File: config.mk
export PLATFORM = sky130hd
export DESIGN_NAME = thermal_fan_power_safety_supervisor
export DESIGN_NICKNAME = d
export VERILOG_FILES = /design/src/hdl/tfpss_pkg.sv /design/src/hdl/tfpss_eval.sv /design/src/hdl/thermal_fan_power_safety_supervisor.sv
export SDC_FILE = /design/constraint.sdc
export NUM_CORES = 1
export LEC_CHECK = 0
export BUFFER_PORTS_ARGS = -buffer_cell sky130_fd_sc_hd__buf_2
export CORE_ASPECT_RATIO = 1.75
export CORE_MARGIN = 2
export CORE_UTILIZATION = 57
export DETAILED_ROUTE_END_ITERATION = 7
export GPL_TIMING_DRIVEN = 0
export PLACE_DENSITY = 0.78
export SLEW_MARGIN = 20
export SYNTH_ARGS = -nofsm -noshare
export SYNTH_HDL_FRONTEND = slang
export SYNTH_SLANG_ARGS = --single-unit
File: constraint.sdc
create_clock -name i_clk -period 9.5 [get_ports i_clk]
set_clock_uncertainty 0.15 [all_clocks]
set_input_delay 0.95 -clock i_clk [delete_from_list [all_inputs] [get_ports i_clk]]
set_output_delay 0.95 -clock i_clk [all_outputs]
set_load 0.02 [all_outputs]
File: src/hdl/tfpss_pkg.sv
`default_nettype none

package tfpss_pkg;

    // configuration register indexes
    localparam logic [2:0] CFG_TEMP_LIMIT     = 3'd0;
    localparam logic [2:0] CFG_STALL_PWM      = 3'd1;
    localparam logic [2:0] CFG_STALL_DEBOUNCE = 3'd2;
    localparam logic [2:0] CFG_CUR_INTERCEPT  = 3'd3;
    localparam logic [2:0] CFG_CUR_SLOPE      = 3'd4;
    localparam logic [2:0] CFG_CUR_MARGIN     = 3'd5;
    localparam logic [2:0] CFG_VIN_WARN       = 3'd6;

    localparam int CFG_IDX_W  = 3;
    localparam int CFG_DATA_W = 16;

    // register reset values
    localparam logic [11:0] TEMP_LIMIT_RST     = 12'd850;
    localparam logic [9:0]  STALL_PWM_RST      = 10'd512;
    localparam logic [15:0] STALL_DEBOUNCE_RST = 16'd3000;
    localparam logic [14:0] CUR_INTERCEPT_RST  = 15'd0;
    localparam logic [13:0] CUR_SLOPE_RST      = 14'd0;
    localparam logic [12:0] CUR_MARGIN_RST     = 13'd100;
    localparam logic [14:0] VIN_WARN_RST       = 15'd9000;

    // milliamps to microamp-scale for the exact current compare
    localparam logic signed [31:0] MILLI_SCALE = 32'sd1000;

    // warning and error bit positions
    localparam int WARN_SUPPLY_LOST  = 0;
    localparam int WARN_UNDERCURRENT = 1;
    localparam int WARN_LOW_VIN      = 2;
    localparam int ERR_OVERTEMP      = 0;
    localparam int ERR_FAN_STALL     = 1;

    typedef struct packed {
        logic        temp_valid;
        logic [11:0] temp_deci_c;
        logic [9:0]  fan_pwm;
        logic [15:0] fan_speed_rpm;
        logic [9:0]  elapsed_ms;
        logic        supply_ok;
        logic [13:0] supply_current_ma;
        logic [14:0] vin_mv;
    } t_in_item;

    typedef struct packed {
        logic       drive_enable;
        logic [2:0] warnings;
        logic [1:0] errors;
        logic       fault_latched;
    } t_out_item;

    typedef struct packed {
        logic [11:0] temp_limit;
        logic [9:0]  stall_pwm;
        logic [15:0] stall_debounce_ms;
        logic [14:0] current_intercept_ma;
        logic [13:0] current_slope;
        logic [12:0] current_margin_ma;
        logic [14:0] vin_warn_mv;
    } t_cfg;

    // latch flags carried between samples
    typedef struct packed {
        logic overtemp;
        logic stall;
        logic first_good;
    } t_flags;

endpackage

`default_nettype wire

File: src/hdl/tfpss_eval.sv
`default_nettype none

module tfpss_eval #(
    parameter int STALL_TIMER_BITS = 16
) (
    input  var tfpss_pkg::t_cfg             i_cfg,
    input  var tfpss_pkg::t_in_item         i_item,
    input  var tfpss_pkg::t_flags           i_flags,
    input  wire [STALL_TIMER_BITS-1:0]      i_timer,
    output tfpss_pkg::t_flags               o_flags,
    output logic [STALL_TIMER_BITS-1:0]     o_timer,
    output tfpss_pkg::t_out_item            o_result
);

    localparam int TB    = STALL_TIMER_BITS;
    localparam int SUM_W = ((TB > 10) ? TB : 10) + 1;
    localparam int CMP_W = (TB > 16) ? TB : 16;
    localparam logic [TB-1:0] TIMER_MAX = {TB{1'b1}};

    logic                    w_hot;
    logic                    w_stalling;
    logic [SUM_W-1:0]        w_sum;
    logic [TB-1:0]           w_sat;
    logic                    w_deb_hit;
    logic signed [31:0]      w_lhs;
    logic signed [31:0]      w_base;
    logic [28:0]             w_prod;
    logic signed [31:0]      w_rhs;
    logic                    w_ot;
    logic                    w_st;
    logic                    w_latched;
    logic                    w_fg;
    logic [2:0]              w_warn;

    // overtemperature: invalid reading or at/above limit
    assign w_hot = !i_item.temp_valid ||
                   ($signed(i_item.temp_deci_c) >= $signed(i_cfg.temp_limit));

    // saturating stall timer
    assign w_stalling = (i_item.fan_pwm >= i_cfg.stall_pwm) && (i_item.fan_speed_rpm == '0);
    assign w_sum      = SUM_W'(i_timer) + SUM_W'(i_item.elapsed_ms);
    assign w_sat      = (w_sum > SUM_W'(TIMER_MAX)) ? TIMER_MAX : w_sum[TB-1:0];
    assign w_deb_hit  = CMP_W'(w_sat) >= CMP_W'(i_cfg.stall_debounce_ms);
    assign o_timer    = w_stalling ? w_sat : '0;

    // latch update, then first good temperature
    assign w_ot      = i_flags.overtemp || w_hot;
    assign w_st      = i_flags.stall || (w_stalling && w_deb_hit);
    assign w_latched = w_ot || w_st;
    assign w_fg      = i_flags.first_good || !w_hot;

    always_comb begin
        o_flags            = '0;
        o_flags.overtemp   = w_ot;
        o_flags.stall      = w_st;
        o_flags.first_good = w_fg;
    end

    // exact undercurrent compare scaled by 1000
    assign w_lhs  = $signed({18'd0, i_item.supply_current_ma}) * tfpss_pkg::MILLI_SCALE;
    assign w_base = ($signed({{17{i_cfg.current_intercept_ma[14]}}, i_cfg.current_intercept_ma})
                     + $signed({19'd0, i_cfg.current_margin_ma})) * tfpss_pkg::MILLI_SCALE;
    assign w_prod = {15'd0, i_cfg.current_slope} * {14'd0, i_item.vin_mv};
    assign w_rhs  = w_base + $signed({3'd0, w_prod});

    // warnings from the current sample only
    always_comb begin
        w_warn = '0;
        w_warn[tfpss_pkg::WARN_SUPPLY_LOST]  = !i_item.supply_ok;
        w_warn[tfpss_pkg::WARN_UNDERCURRENT] = i_item.supply_ok && (w_lhs < w_rhs);
        w_warn[tfpss_pkg::WARN_LOW_VIN]      = i_item.vin_mv < i_cfg.vin_warn_mv;
    end

    // result item
    always_comb begin
        o_result                                  = '0;
        o_result.drive_enable                     = !w_latched && w_fg;
        o_result.warnings                         = w_warn;
        o_result.errors[tfpss_pkg::ERR_OVERTEMP]  = w_ot;
        o_result.errors[tfpss_pkg::ERR_FAN_STALL] = w_st;
        o_result.fault_latched                    = w_latched;
    end

endmodule

`default_nettype wire

File: src/hdl/thermal_fan_power_safety_supervisor.sv
// an accepted input transaction goes through the input register, then the result register
// throughput: one per cycle unless the output stalls; input and result register each hold one
// the latch flags and stall timer update as a transaction leaves the input register
// reset (synchronous, active low): pipeline empty, latches, timer and first-good flag cleared,
// configuration registers back to their default values
`default_nettype none

module thermal_fan_power_safety_supervisor #(
    parameter int STALL_TIMER_BITS = 16
) (
    input  wire                                i_clk,
    input  wire                                i_rst_n,
    input  wire                                i_cfg_we,
    input  wire [tfpss_pkg::CFG_IDX_W-1:0]     i_cfg_idx,
    input  wire [tfpss_pkg::CFG_DATA_W-1:0]    i_cfg_data,
    input  wire                                i_in_valid,
    input  var tfpss_pkg::t_in_item            i_in_data,
    output logic                               o_in_stall,
    output logic                               o_out_valid,
    output tfpss_pkg::t_out_item               o_out_data,
    input  wire                                i_out_stall
);

    tfpss_pkg::t_cfg                r_cfg;
    tfpss_pkg::t_in_item            r_s1_data;
    logic                           r_s1_vld;
    tfpss_pkg::t_flags              r_flags;
    logic [STALL_TIMER_BITS-1:0]    r_timer;
    tfpss_pkg::t_out_item           r_out_data;
    logic                           r_out_vld;

    tfpss_pkg::t_flags              n_flags;
    logic [STALL_TIMER_BITS-1:0]    n_timer;
    tfpss_pkg::t_out_item           n_out_data;

    logic                           w_out_free;
    logic                           w_s1_adv;
    logic                           w_in_acc;

    // handshake
    assign w_out_free  = !r_out_vld || !i_out_stall;
    assign w_s1_adv    = r_s1_vld && w_out_free;
    assign o_in_stall  = r_s1_vld && !w_out_free;
    assign w_in_acc    = i_in_valid && !o_in_stall;
    assign o_out_valid = r_out_vld;
    assign o_out_data  = r_out_data;

    // configuration registers
    always_ff @(posedge i_clk) begin
        if (!i_rst_n) begin
            r_cfg.temp_limit           <= tfpss_pkg::TEMP_LIMIT_RST;
            r_cfg.stall_pwm            <= tfpss_pkg::STALL_PWM_RST;
            r_cfg.stall_debounce_ms    <= tfpss_pkg::STALL_DEBOUNCE_RST;
            r_cfg.current_intercept_ma <= tfpss_pkg::CUR_INTERCEPT_RST;
            r_cfg.current_slope        <= tfpss_pkg::CUR_SLOPE_RST;
            r_cfg.current_margin_ma    <= tfpss_pkg::CUR_MARGIN_RST;
            r_cfg.vin_warn_mv          <= tfpss_pkg::VIN_WARN_RST;
        end else if (i_cfg_we) begin
            unique case (i_cfg_idx)
                tfpss_pkg::CFG_TEMP_LIMIT:     r_cfg.temp_limit           <= i_cfg_data[11:0];
                tfpss_pkg::CFG_STALL_PWM:      r_cfg.stall_pwm            <= i_cfg_data[9:0];
                tfpss_pkg::CFG_STALL_DEBOUNCE: r_cfg.stall_debounce_ms    <= i_cfg_data[15:0];
                tfpss_pkg::CFG_CUR_INTERCEPT:  r_cfg.current_intercept_ma <= i_cfg_data[14:0];
                tfpss_pkg::CFG_CUR_SLOPE:      r_cfg.current_slope        <= i_cfg_data[13:0];
                tfpss_pkg::CFG_CUR_MARGIN:     r_cfg.current_margin_ma    <= i_cfg_data[12:0];
                tfpss_pkg::CFG_VIN_WARN:       r_cfg.vin_warn_mv          <= i_cfg_data[14:0];
                default: begin
                end
            endcase
        end
    end

    // input register
    always_ff @(posedge i_clk) begin
        if (!i_rst_n) begin
            r_s1_vld <= 1'b0;
        end else if (w_in_acc) begin
            r_s1_vld <= 1'b1;
        end else if (w_s1_adv) begin
            r_s1_vld <= 1'b0;
        end
    end

    always_ff @(posedge i_clk) begin
        if (w_in_acc) begin
            r_s1_data <= i_in_data;
        end
    end

    // evaluation of one sample set
    tfpss_eval #(
        .STALL_TIMER_BITS (STALL_TIMER_BITS)
    ) u_eval (
        .i_cfg    (r_cfg),
        .i_item   (r_s1_data),
        .i_flags  (r_flags),
        .i_timer  (r_timer),
        .o_flags  (n_flags),
        .o_timer  (n_timer),
        .o_result (n_out_data)
    );

    // supervisor state
    always_ff @(posedge i_clk) begin
        if (!i_rst_n) begin
            r_flags <= '0;
            r_timer <= '0;
        end else if (w_s1_adv) begin
            r_flags <= n_flags;
            r_timer <= n_timer;
        end
    end

    // result register
    always_ff @(posedge i_clk) begin
        if (!i_rst_n) begin
            r_out_vld <= 1'b0;
        end else if (w_out_free) begin
            r_out_vld <= r_s1_vld;
        end
    end

    always_ff @(posedge i_clk) begin
        if (w_s1_adv) begin
            r_out_data <= n_out_data;
        end
    end

endmodule

`default_nettype wire

==> impl_results.md <==
* Run status: finished, final reports clean
* Reg-to-reg startpoint: r_s1_data[5]
* Leak pwr at 0.01238 uW
* Total gr overflow at 0
* Hold path endpoint: r_cfg[75]
* Starting Density at between 50% and 60%
* Most common cell in the netlist: inv_1
* Synth cell count leaders: inv_1, nand2_1, ha_1
* Synth area leader: fa_1
* Mapped Area at 22860 sq um
* Gpl congestion at ~0.93
* Hold Crit Depth at 2
* Area post-placement at between 20000 and 25000 sq um
* Ys Warns at 0
* Clk slew on worst S/H paths at about 0.07 ns
* Total CTS buffers at 22
* Sequential share of the synthesized area at 21.37%
* Synthesized net count at ~3100
* Worst path slowest cell: fa_1
* Post-DRT Antenna Nets at 0
* Share of the synthesized area in the top cell type at between 20% and 30%
* Die Wd at 155.4 um
* Seq cells post-synth at between 200 and 250
* Clk root buf: clkbuf_16
* ANT cells at 0
* Mean post-synth cell area at 9.233 sq um
* H-tree Lvls at 1
* Distinct cells, synth at around 80
* Crit path required time at 9.63 ns
* Setup crit end kind: flip-flop
* Largest net degree at the start of global routing at 25
* Critical path origin: r_s1_data[5]
* Critical path fanouts, max at 4
* Antenna violations before repair at 0
* Critical Path Max Stage Delay at about 0.55 ns
* Layout cells sized above 1 at about 11%
* GRT Total Usage at a little over a quarter
* Area contributors post-synth: fa_1, ha_1, edfxtp_1
* Nets at approximately 3300
* Max Slew Vio Count at 0
* Worst VDD drop at approximately 250 uV
* Max_slew headroom at between 20 and 30%
* DR vias/cell at about 5.6
* Post-synth EDFFs at 86
* Multi-input gate area at 16630 sq um
* Synthesized instance count at around 2500
* CTS Hold Bufs at 0
* Number of remaining DRC errors at 0
* Arrival time worst endpoint at about 9.4 ns
* Clock Latency Late Sink at about 0.54 ns
* CTS tree: done
* First-pass GRT wire length at roughly 90 mm
* Hold WC Path Type: reg -> reg
* 1st-pass router iterations at 5
* Area of the core at 39810 sq um
* Final Cell Area at 25510 sq um
* Hold Path Origin: r_cfg[75]
* Die area at 41790 sq um
* Period Utilization, post-route at a little over nine tenths
* Port Buf Inserts at 109
* Pwr Total at ~4400 uW
* # IOs at approximately 110
* Number of global-route vias before repair at 18931
* Final min period at 9.269 ns
* Post-Route WL at 56.48 mm
* Chip Height at 268.9 um
* Max Clk Rate at about 110 MHz
* Worst R2R End: o_out_data[4]
* Iter 0 DRT Violations at between 600 and 700
* Max Cap Violations at 0
* Hpwl dp at approximately 47 mm
* Cell Rows at between 90 and 100
* Asr flop ratio synth at 0%
* R2R depth at 38
* Sequential Area at 4900 sq um
* Pwr Density at roughly 170 nW/um^2
* R2R setup slack at roughly 0.23 ns
* Routed length per instance at 17.91 um
* Min Hold Slack at 0.3204 ns
* Endpoints failing hold at 0
* Clock Sinks at between 200 and 250
* Setup CP Type: reg -> reg
* CP dominant cell by count: fa_1
* Bufs on Longest Clock Path at 3
* Area Overhead vs Synth at 11.59%
* Final Instance Count excl. Fillers at roughly 3200
* CP startpoint kind: flip-flop
* # fillers at around 3300
* Slew @ Worst Pin at ~1.1 ns
* Endpoints failing setup at 0
* Dpl cells at about 3100
* Vias at ~18000
* Prevailing post-synth register cell: dfxtp_1
[metrics by stage]
step / setup TNS, ns / util, % / worst slack, ns
after floorplan: 0 / - / 0.5121
after global placement: -0.6047 / 60.35 / -0.6047
after detailed placement: -0.7455 / 60.60 / -0.7455
after CTS: 0 / 62.74 / 0.02393
after global routing: -0.1387 / 64.08 / -0.1387
final: 0 / 64.08 / 0.2310
[logic make-up after synthesis]
logic type / count (synthesis) / share of synthesized area, %
xor+xnor: 127 / 4.981
simple gates: 709 / 14.34
buf+inv: 453 / 7.443
fa+ha+maj: 562 / 39.00
flops: 201 / 21.37
compound gates: 422 / 12.78
mux: 2 / 0.08757
[power by group]
group	switching [uW]	internal (uW)	total [uW]
clock	389	475	864
sequential	28.9	937	966
combinational	1440	1160	2600
[what timing repair did]
item                                    4_1_cts  5_1_grt
endpoints found under the setup margin        1        1
gates resized for setup                      24      121
pin swaps                                     5       41
setup buffers                                 5       24
[state kept, by name, summed over array words and instances, names as in the netlist]
| signal | cells |
|---|---|
| r_timer | 16 |
| r_cfg | 95 |
| o_out_data | 7 |
| r_s1_data | 79 |
| r_s1_vld | 1 |
| r_flags | 2 |
| o_out_valid | 1 |
[how the worst max path moves through the flow]
stage | end | cells after the start
global route | o_out_data[4] | 37
CTS | o_out_data[4] | 37
finish | o_out_data[4] | 38
floorplan | o_out_data[4] | 37
detailed placement | o_out_data[4] | 38
global placement | o_out_data[4] | 36
[routing by layer]
metal	GRT usage, %	vias to the layer above	share of wire (%)
li1	-	8461	-
met1	27.19	8663	34
met2	52.40	429	54
met3	3.279	203	3.9
met4	18.27	0	7.6
met5	0	-	0
[final cells by class]
type,count,share of cell area (%)
Buffer,60,1.231
Timing Repair Buffer,142,3.330
Multi-Input combinational cell,1822,65.21
Clock inverter,12,0.3679
Sequential cell,201,19.21
Inverter,393,5.783
Tap cell,495,2.428
Clock buffer,28,2.448
[cell usage in the layout, fill, tap and decap left out, types with 14 or more instances in the layout]
| cell type | netlist | layout |
|---|---|---|
| inv_1 | 392 | 388 |
| edfxtp_1 | 86 | 86 |
| nand2b_1 | 16 | 16 |
| buf_4 | 0 | 31 |
| and2_1 | 98 | 95 |
| nand2_1 | 378 | 378 |
| fa_1 | 251 | 251 |
| a21boi_0 | 76 | 76 |
| ha_1 | 311 | 301 |
| xor2_1 | 39 | 34 |
| clkbuf_16 | 0 | 23 |
| a22o_1 | 14 | 14 |
| nand3_1 | 38 | 38 |
| nor2_1 | 76 | 75 |
| a21oi_1 | 85 | 79 |
| nor2b_1 | 25 | 22 |
| o21ai_1 | 11 | 14 |
| xnor2_1 | 86 | 81 |
| o21a_1 | 19 | 19 |
| o21ai_0 | 57 | 53 |
| nor3_1 | 24 | 22 |
| o21bai_1 | 15 | 15 |
| dfxtp_1 | 115 | 107 |
| clkbuf_1 | 59 | 37 |
| buf_2 | 1 | 115 |
| a211oi_1 | 19 | 18 |
| a21o_1 | 41 | 41 |
| o211ai_1 | 26 | 26 |
[worst max-delay path: cells and delay by family (launching register included)]
family | cells | cell delay, ns
compound gates | 13 | 2.51
xor+xnor | 1 | 0.16
fa+ha+maj | 9 | 3.77
buf+inv | 5 | 0.43
flops | 1 | 0.48
simple gates | 10 | 1.53
No activity file was read; power rests on OpenSTA's default activity.
